[config.mk]
export PLATFORM = sky130hd
export DESIGN_NAME = stable_priority_message_queue_unit
export DESIGN_NICKNAME = d
export VERILOG_FILES = /design/src/hdl/spmq_pkg.sv /design/src/hdl/spmq_cell.sv /design/src/hdl/stable_priority_message_queue_unit.sv
export SDC_FILE = /design/constraint.sdc
export NUM_CORES = 2
export LEC_CHECK = 0
export ABC_AREA = 0
export BUFFER_PORTS_ARGS = -buffer_cell sky130_fd_sc_hd__buf_2
export CAP_MARGIN = 20
export CORE_ASPECT_RATIO = 1.4
export CORE_MARGIN = 2
export CORE_UTILIZATION = 35
export DETAILED_ROUTE_END_ITERATION = 7
export GPL_ROUTABILITY_DRIVEN = 0
export HOLD_SLACK_MARGIN = 0.03
export PLACE_DENSITY = 0.52
export SLEW_MARGIN = 30
export SYNTH_ARGS = -nofsm -noshare
export SYNTH_HDL_FRONTEND = slang
export SYNTH_SLANG_ARGS = --single-unit
[constraint.sdc]
create_clock -name aclk -period 11.15 [get_ports aclk]
set_clock_uncertainty 0.1 [all_clocks]
set_input_delay 1.115 -clock aclk [delete_from_list [all_inputs] [get_ports aclk]]
set_output_delay 1.115 -clock aclk [all_outputs]
set_load 0.01 [all_outputs]
[src/hdl/spmq_pkg.sv]
`default_nettype none
package spmq_pkg;

    localparam int unsigned QUEUE_DEPTH_DEF   = 16;
    localparam int unsigned PAYLOAD_BYTES_DEF = 8;
    localparam int unsigned PRIORITY_BITS_DEF = 16;

    localparam logic [4:0] MAX_MESSAGES_RST = 5'd8;
    localparam logic [3:0] MESSAGE_SIZE_RST = 4'd8;

    typedef enum logic [1:0] {
        ST_OK      = 2'd0,
        ST_TOO_BIG = 2'd1,
        ST_FULL    = 2'd2,
        ST_EMPTY   = 2'd3
    } spmq_status_t;

    typedef enum logic {
        FUNC_SEND = 1'b0,
        FUNC_RECV = 1'b1
    } spmq_func_t;

    localparam logic CFG_MAX_MESSAGES = 1'b0;
    localparam logic CFG_MESSAGE_SIZE = 1'b1;

    typedef struct packed {
        logic [0:0]  func;
        logic [7:0]  length;
        logic [15:0] priority_req;
        logic [63:0] payload;
    } spmq_in_t;

    typedef struct packed {
        spmq_status_t status;
        logic [63:0]  out_payload;
        logic [3:0]   out_length;
        logic [15:0]  out_priority;
        logic [4:0]   message_count;
    } spmq_out_t;

    typedef struct packed {
        logic push;
        logic pop;
    } spmq_cmd_t;

endpackage
`default_nettype wire

[src/hdl/spmq_cell.sv]
`default_nettype none
module spmq_cell #(
    parameter int unsigned QUEUE_DEPTH   = 16,
    parameter int unsigned PAYLOAD_BYTES = 8,
    parameter int unsigned PRIORITY_BITS = 16,
    parameter int unsigned INDEX         = 0
) (
    input  wire                                  aclk,
    input  spmq_pkg::spmq_cmd_t                  cmd,
    input  wire  [$clog2(QUEUE_DEPTH+1)-1:0]     count,
    input  wire  [PRIORITY_BITS-1:0]             new_prio,
    input  wire  [3:0]                           new_len,
    input  wire  [PAYLOAD_BYTES*8-1:0]           new_data,
    input  wire                                  left_keep,
    input  wire  [PRIORITY_BITS-1:0]             left_prio,
    input  wire  [3:0]                           left_len,
    input  wire  [PAYLOAD_BYTES*8-1:0]           left_data,
    input  wire  [PRIORITY_BITS-1:0]             right_prio,
    input  wire  [3:0]                           right_len,
    input  wire  [PAYLOAD_BYTES*8-1:0]           right_data,
    output logic                                 keep,
    output logic [PRIORITY_BITS-1:0]             prio,
    output logic [3:0]                           len,
    output logic [PAYLOAD_BYTES*8-1:0]           data
);
    import spmq_pkg::*;

    localparam int unsigned CW = $clog2(QUEUE_DEPTH + 1);

    logic [PRIORITY_BITS-1:0]   prio_reg, prio_next;
    logic [3:0]                 len_reg, len_next;
    logic [PAYLOAD_BYTES*8-1:0] data_reg, data_next;
    logic                       occupied;

    assign occupied = CW'(INDEX) < count;
    assign keep     = occupied && (prio_reg >= new_prio);

    always_comb begin
        prio_next = prio_reg;
        len_next  = len_reg;
        data_next = data_reg;
        if (cmd.push && !keep) begin
            if (left_keep) begin
                prio_next = new_prio;
                len_next  = new_len;
                data_next = new_data;
            end else begin
                prio_next = left_prio;
                len_next  = left_len;
                data_next = left_data;
            end
        end else if (cmd.pop) begin
            prio_next = right_prio;
            len_next  = right_len;
            data_next = right_data;
        end
    end

    always_ff @(posedge aclk) begin
        prio_reg <= prio_next;
        len_reg  <= len_next;
        data_reg <= data_next;
    end

    assign prio = prio_reg;
    assign len  = len_reg;
    assign data = data_reg;

endmodule
`default_nettype wire

[src/hdl/stable_priority_message_queue_unit.sv]
// Stable priority message queue.
// Input channel s_valid/s_ready/s_data carries one transaction per request:
// func send or receive, length, priority and a one-word payload.
// Result channel m_valid/m_ready/m_data returns exactly one transaction per
// request: status, received payload/length/priority and the message count.
// Messages sit in a row of cells, ordered by descending priority and in
// arrival order within a priority; every cell updates in the same cycle, so
// a send inserts and a receive pops the head with one update of all cells.
// The result is registered and valid in the cycle after the request is accepted.
// Throughput: one transaction per cycle, limited only by the result register.
// When m_ready is low, the held result stays and s_ready drops until it
// is taken; nothing is lost.
// Reset (aresetn low, synchronous) empties the queue, drops m_valid
// and loads max_messages = 8, message_size = 8.
// Configuration: cfg_we writes cfg_wdata into register cfg_addr
// (0 max_messages, 1 message_size); write only while the block is idle.
`default_nettype none
module stable_priority_message_queue_unit #(
    parameter int unsigned QUEUE_DEPTH   = spmq_pkg::QUEUE_DEPTH_DEF,
    parameter int unsigned PAYLOAD_BYTES = spmq_pkg::PAYLOAD_BYTES_DEF,
    parameter int unsigned PRIORITY_BITS = spmq_pkg::PRIORITY_BITS_DEF
) (
    input  wire                  aclk,
    input  wire                  aresetn,
    input  wire                  cfg_we,
    input  wire                  cfg_addr,
    input  wire  [4:0]           cfg_wdata,
    input  wire                  s_valid,
    output logic                 s_ready,
    input  spmq_pkg::spmq_in_t   s_data,
    output logic                 m_valid,
    input  wire                  m_ready,
    output spmq_pkg::spmq_out_t  m_data
);
    import spmq_pkg::*;

    localparam int unsigned CW   = $clog2(QUEUE_DEPTH + 1);
    localparam int unsigned CMPW = (CW > 5) ? CW : 5;
    localparam int unsigned DW   = PAYLOAD_BYTES * 8;

    logic [4:0]    max_messages_reg;
    logic [3:0]    message_size_reg;
    logic [CW-1:0] count_reg, count_next;
    logic          out_valid_reg;
    spmq_out_t     out_reg, out_next;

    logic            accept;
    spmq_cmd_t       cmd;
    logic [3:0]      size_eff;
    logic [CMPW-1:0] mm_ext, cap, cnt_ext, cnt_next_ext;
    logic [31:0]     prio_ext;
    logic [PRIORITY_BITS-1:0] new_prio;
    logic [DW-1:0]   new_data;
    logic [31:0]     head_prio_ext;

    logic                     keep_w [QUEUE_DEPTH];
    logic [PRIORITY_BITS-1:0] prio_w [QUEUE_DEPTH];
    logic [3:0]               len_w  [QUEUE_DEPTH];
    logic [DW-1:0]            data_w [QUEUE_DEPTH];

    assign s_ready = !out_valid_reg || m_ready;
    assign accept  = s_valid && s_ready;

    assign size_eff = (message_size_reg < 4'(PAYLOAD_BYTES)) ? message_size_reg
                                                             : 4'(PAYLOAD_BYTES);
    assign mm_ext  = CMPW'(max_messages_reg);
    assign cap     = (mm_ext < CMPW'(QUEUE_DEPTH)) ? mm_ext : CMPW'(QUEUE_DEPTH);
    assign cnt_ext = CMPW'(count_reg);

    assign prio_ext = {16'b0, s_data.priority_req};
    assign new_prio = prio_ext[PRIORITY_BITS-1:0];

    always_comb begin
        for (int b = 0; b < PAYLOAD_BYTES; b++) begin
            new_data[b*8 +: 8] = (8'(b) < s_data.length) ? s_data.payload[b*8 +: 8] : 8'h00;
        end
    end

    assign head_prio_ext = 32'(prio_w[0]);

    always_comb begin
        cmd          = '0;
        count_next   = count_reg;
        out_next     = '0;
        if (s_data.func == FUNC_SEND) begin
            if (s_data.length > {4'b0, size_eff}) begin
                out_next.status = ST_TOO_BIG;
            end else if (cnt_ext >= cap) begin
                out_next.status = ST_FULL;
            end else begin
                out_next.status = ST_OK;
                cmd.push        = accept;
                count_next      = count_reg + CW'(1);
            end
        end else begin
            if (s_data.length < {4'b0, size_eff}) begin
                out_next.status = ST_TOO_BIG;
            end else if (count_reg == '0) begin
                out_next.status = ST_EMPTY;
            end else begin
                out_next.status       = ST_OK;
                out_next.out_payload  = 64'(data_w[0]);
                out_next.out_length   = len_w[0];
                out_next.out_priority = head_prio_ext[15:0];
                cmd.pop               = accept;
                count_next            = count_reg - CW'(1);
            end
        end
        cnt_next_ext           = CMPW'(count_next);
        out_next.message_count = cnt_next_ext[4:0];
    end

    always_ff @(posedge aclk) begin
        if (!aresetn) begin
            max_messages_reg <= MAX_MESSAGES_RST;
            message_size_reg <= MESSAGE_SIZE_RST;
        end else if (cfg_we) begin
            case (cfg_addr)
                CFG_MAX_MESSAGES: max_messages_reg <= cfg_wdata;
                CFG_MESSAGE_SIZE: message_size_reg <= cfg_wdata[3:0];
                default: ;
            endcase
        end
    end

    always_ff @(posedge aclk) begin
        if (!aresetn) begin
            count_reg     <= '0;
            out_valid_reg <= 1'b0;
        end else begin
            if (accept) begin
                count_reg     <= count_next;
                out_valid_reg <= 1'b1;
            end else if (m_ready) begin
                out_valid_reg <= 1'b0;
            end
        end
    end

    always_ff @(posedge aclk) begin
        if (accept) begin
            out_reg <= out_next;
        end
    end

    assign m_valid = out_valid_reg;
    assign m_data  = out_reg;

    for (genvar k = 0; k < QUEUE_DEPTH; k++) begin : g_cell
        logic                     lk;
        logic [PRIORITY_BITS-1:0] lp, rp;
        logic [3:0]               ll, rl;
        logic [DW-1:0]            ld, rd;

        if (k == 0) begin : g_first
            assign lk = 1'b1;
            assign lp = new_prio;
            assign ll = s_data.length[3:0];
            assign ld = new_data;
        end else begin : g_mid
            assign lk = keep_w[k-1];
            assign lp = prio_w[k-1];
            assign ll = len_w[k-1];
            assign ld = data_w[k-1];
        end

        if (k == QUEUE_DEPTH - 1) begin : g_last
            assign rp = prio_w[k];
            assign rl = len_w[k];
            assign rd = data_w[k];
        end else begin : g_inner
            assign rp = prio_w[k+1];
            assign rl = len_w[k+1];
            assign rd = data_w[k+1];
        end

        spmq_cell #(
            .QUEUE_DEPTH   (QUEUE_DEPTH),
            .PAYLOAD_BYTES (PAYLOAD_BYTES),
            .PRIORITY_BITS (PRIORITY_BITS),
            .INDEX         (k)
        ) u_cell (
            .aclk       (aclk),
            .cmd        (cmd),
            .count      (count_reg),
            .new_prio   (new_prio),
            .new_len    (s_data.length[3:0]),
            .new_data   (new_data),
            .left_keep  (lk),
            .left_prio  (lp),
            .left_len   (ll),
            .left_data  (ld),
            .right_prio (rp),
            .right_len  (rl),
            .right_data (rd),
            .keep       (keep_w[k]),
            .prio       (prio_w[k]),
            .len        (len_w[k]),
            .data       (data_w[k])
        );
    end

    a_count_bound: assert property (@(posedge aclk) disable iff (!aresetn)
        CMPW'(count_reg) <= CMPW'(QUEUE_DEPTH))
        else $error("message count above queue depth");

    a_push_count: assert property (@(posedge aclk) disable iff (!aresetn)
        cmd.push |=> count_reg == $past(count_reg) + CW'(1))
        else $error("insert did not bump the count");

    a_empty_count: assert property (@(posedge aclk) disable iff (!aresetn)
        (m_valid && m_data.status == ST_EMPTY) |-> m_data.message_count == 5'd0)
        else $error("empty status with messages held");

    a_stall_hold: assert property (@(posedge aclk) disable iff (!aresetn)
        (out_valid_reg && !m_ready) |=> $stable(count_reg))
        else $error("queue changed while the result was stalled");

endmodule
`default_nettype wire
==> impl_metrics.yaml <==
outcome:
  status: "finished clean"
layout:
  areaGrowthSynthToFinish_pct: 11.6
  nNetsFinal: 7918
  fin_cells: 10700
  largest_reg_flops: 1024
  final_area_um2: 88800
  layout-drive-gt1-share_pct: 9.42
global_route:
  grt_remaining_overflow: 0
  grt_pass1_vias: 63500
  grt_pass1_wl_um: 438000
  grt_max_degree: 169
  antenna_found_initial: 21
  grt_usage_pct: 25.5
timing:
  period_minus_slack_ps: 6030
  slew_violations: 0
  finalCritPeriodShare_pct: 54.1
  worst_slew_pin_slew_ps: 1060
  max_slew_margin_pct: 29.5
  holdWs_ps: 382
  hold_violations: 0
  rsz0062_at_grt: "no"
  finalSetupViolCount: 0
  fmax_ghz: 0.166
  setup_tns_ps: 0
critical_path:
  path_max_fanout: 72
  required_ps: 11480
  start_kind: "primary input"
  path_class: "in -> reg"
  cp.arrival_ps: 6370
  crit_path_end_kind: "flip-flop"
  worst-r2r-setup-slack_ps: 5620
drt:
  antenna_left: 0
  wl_per_cell_um: 28.3
  wl_um: 303000
  firstDrtPassIters: 7
  num_vias: 63700
  first_iter_violations: 6813
  vias_per_cell: 5.94
  drc: 0
synth:
  synth_top_area_share_pct: 54.2
  ys_top_cells_by_count: "edfxtp_1, nand2_1, o21ai_0, a21oi_1, mux2i_1"
  ys.flop_type: "edfxtp_1"
  ys_top_cells_by_area: "edfxtp_1, mux2i_1, o21ai_0"
  synth_cells: 7712
  synthArstFlopShare_pct: 0
  syn_area_um2: 79600
  yosys.area.top_type: "edfxtp_1"
  ys_types: 69
  synth_edf_count: 1435
  ys_seq_elements: 1450
  yosysSeqAreaShare_pct: 54.5
  avgSynthCellArea_um2: 10.3
  yosysMostFrequentCell: "edfxtp_1"
  yosysWarnings: 0
  synth_fp_nets: 8080
floorplanning:
  start_util_pct: 35.1
  num_rows: 207
  chipWidth_um: 407
  dieArea_um2: 231000
  fp.coreArea_um2: 227000
  ios: 193
  die_y_um: 568
run:
  maxCapViolCount: 0
clock_network:
  clk_pin_slew_ps: 60
  cts_buffers: 164
  clockRootBuffer: "clkbuf_16"
  clk_latency_ps: 870
  htreeDepth: 4
  hold_buffers: 0
  cts_resized: 0
  cts_sinks: 1450
  post_cts_buffers: 0
  cts_tree: "yes"
  cts_max_path_buffers: 4
worst_hold_path:
  min_path_type: "reg -> reg"
power_and_ir_drop:
  p_per_area_nw_per_um2: 147
  power_leakage_nw: 32.7
  peakVddDrop_uv: 109
  power.total_mw: 13.1
place:
  dp_cells: 10400
  port_buffers: 192
  dp_hpwl_um: 188000
  place_area_um2: 83700
==> critical path: stages <==
cell	delay, ps
buf_2	290
inv_1	140
buf_4	260
ha_1	340
nand4_1	250
nor3_1	630
and3_1	310
a21oi_4	60
buf_4	410
o21ai_4	260
buf_4	750
nand2_4	700
buf_4	650
==> cells by family after synthesis <==
group,after synthesis,synth area share (%)
AOI/OAI and AO/OA,2210,15.9
xor gates and xnor gates,2,0.0220
adders and majority gates,268,4.21
buffers and inverters,722,3.62
DFF,1450,54.5
muxes,726,9.24
and+or+nand+nor,2334,12.5
==> routing by layer <==
metal,part of all wire (%),vias up,GRT usage (%)
met5,0.0079,-,0
met4,4.6,4,11.0
met3,7.7,726,3.88
met2,49,3013,43.4
met1,39,31700,31.8
li1,-,28200,-
==> final cells by class <==
| type | instances | area (um^2) |
|---|---|---|
| tap | 3030 | 3790 |
| antenna | 15 | 37.5 |
| sequential | 1450 | 43400 |
| clock inverter | 84 | 689 |
| timing repair buffer | 343 | 2430 |
| multi-input combinational | 5540 | 33900 |
| clock buffer | 206 | 4360 |
| inverter | 51 | 196 |
| fill | 22200 | 138000 |
==> metrics by stage <==
stage / setup slack, ps / util [%]
6_report: 5120 / 39.2
5_1_grt: 5020 / 39.2
4_1_cts: 5320 / 39.2
3_5_place_dp: 4480 / 36.9
3_3_place_gp: 4310 / 36.8
2_1_floorplan: 445 / -
==> worst paths after layout <==
kind	from	to	depth (start not counted)
worst max-delay path	s_data[78]	g_cell[5].u_cell.data[42]	13
worst min-delay path	message_size_reg[0]	message_size_reg[0]	2
worst max register to register	g_cell[5].u_cell.prio[14]	g_cell[5].u_cell.data[42]	10
worst min register to register	message_size_reg[0]	message_size_reg[0]	2
==> where the power goes <==
| group | leakage (nW) | switching (mW) | internal (mW) |
|---|---|---|---|
| Clock | 2.47 | 2.40 | 3.00 |
| Sequential | 13.2 | 0.123 | 6.22 |
| Combinational | 17.0 | 0.954 | 0.379 |
==> cells in the final DEF, fill, tap and decap left out, types with 21 or more instances in the layout <==
cell type	synthesis	final
nand2_1	1213	1199
a21oi_1	672	665
nand3_1	109	109
o21ai_1	30	21
clkinv_1	1	35
nor2_1	537	526
o21ai_0	985	977
edfxtp_1	1435	1435
a41oi_1	22	22
clkbuf_16	0	168
ha_1	268	268
nor3_1	143	142
clkinv_2	0	27
a221oi_1	66	65
a311oi_1	33	33
a31oi_1	114	111
a222oi_1	56	56
and3_1	72	71
buf_2	95	193
mux2_2	71	71
clkbuf_1	501	37
nand2b_1	25	23
buf_4	9	119
inv_1	50	49
a21o_1	43	43
and2_1	141	138
a211oi_1	28	27
o21a_1	62	59
mux2i_1	655	655
(Power assumes the default switching activity.)
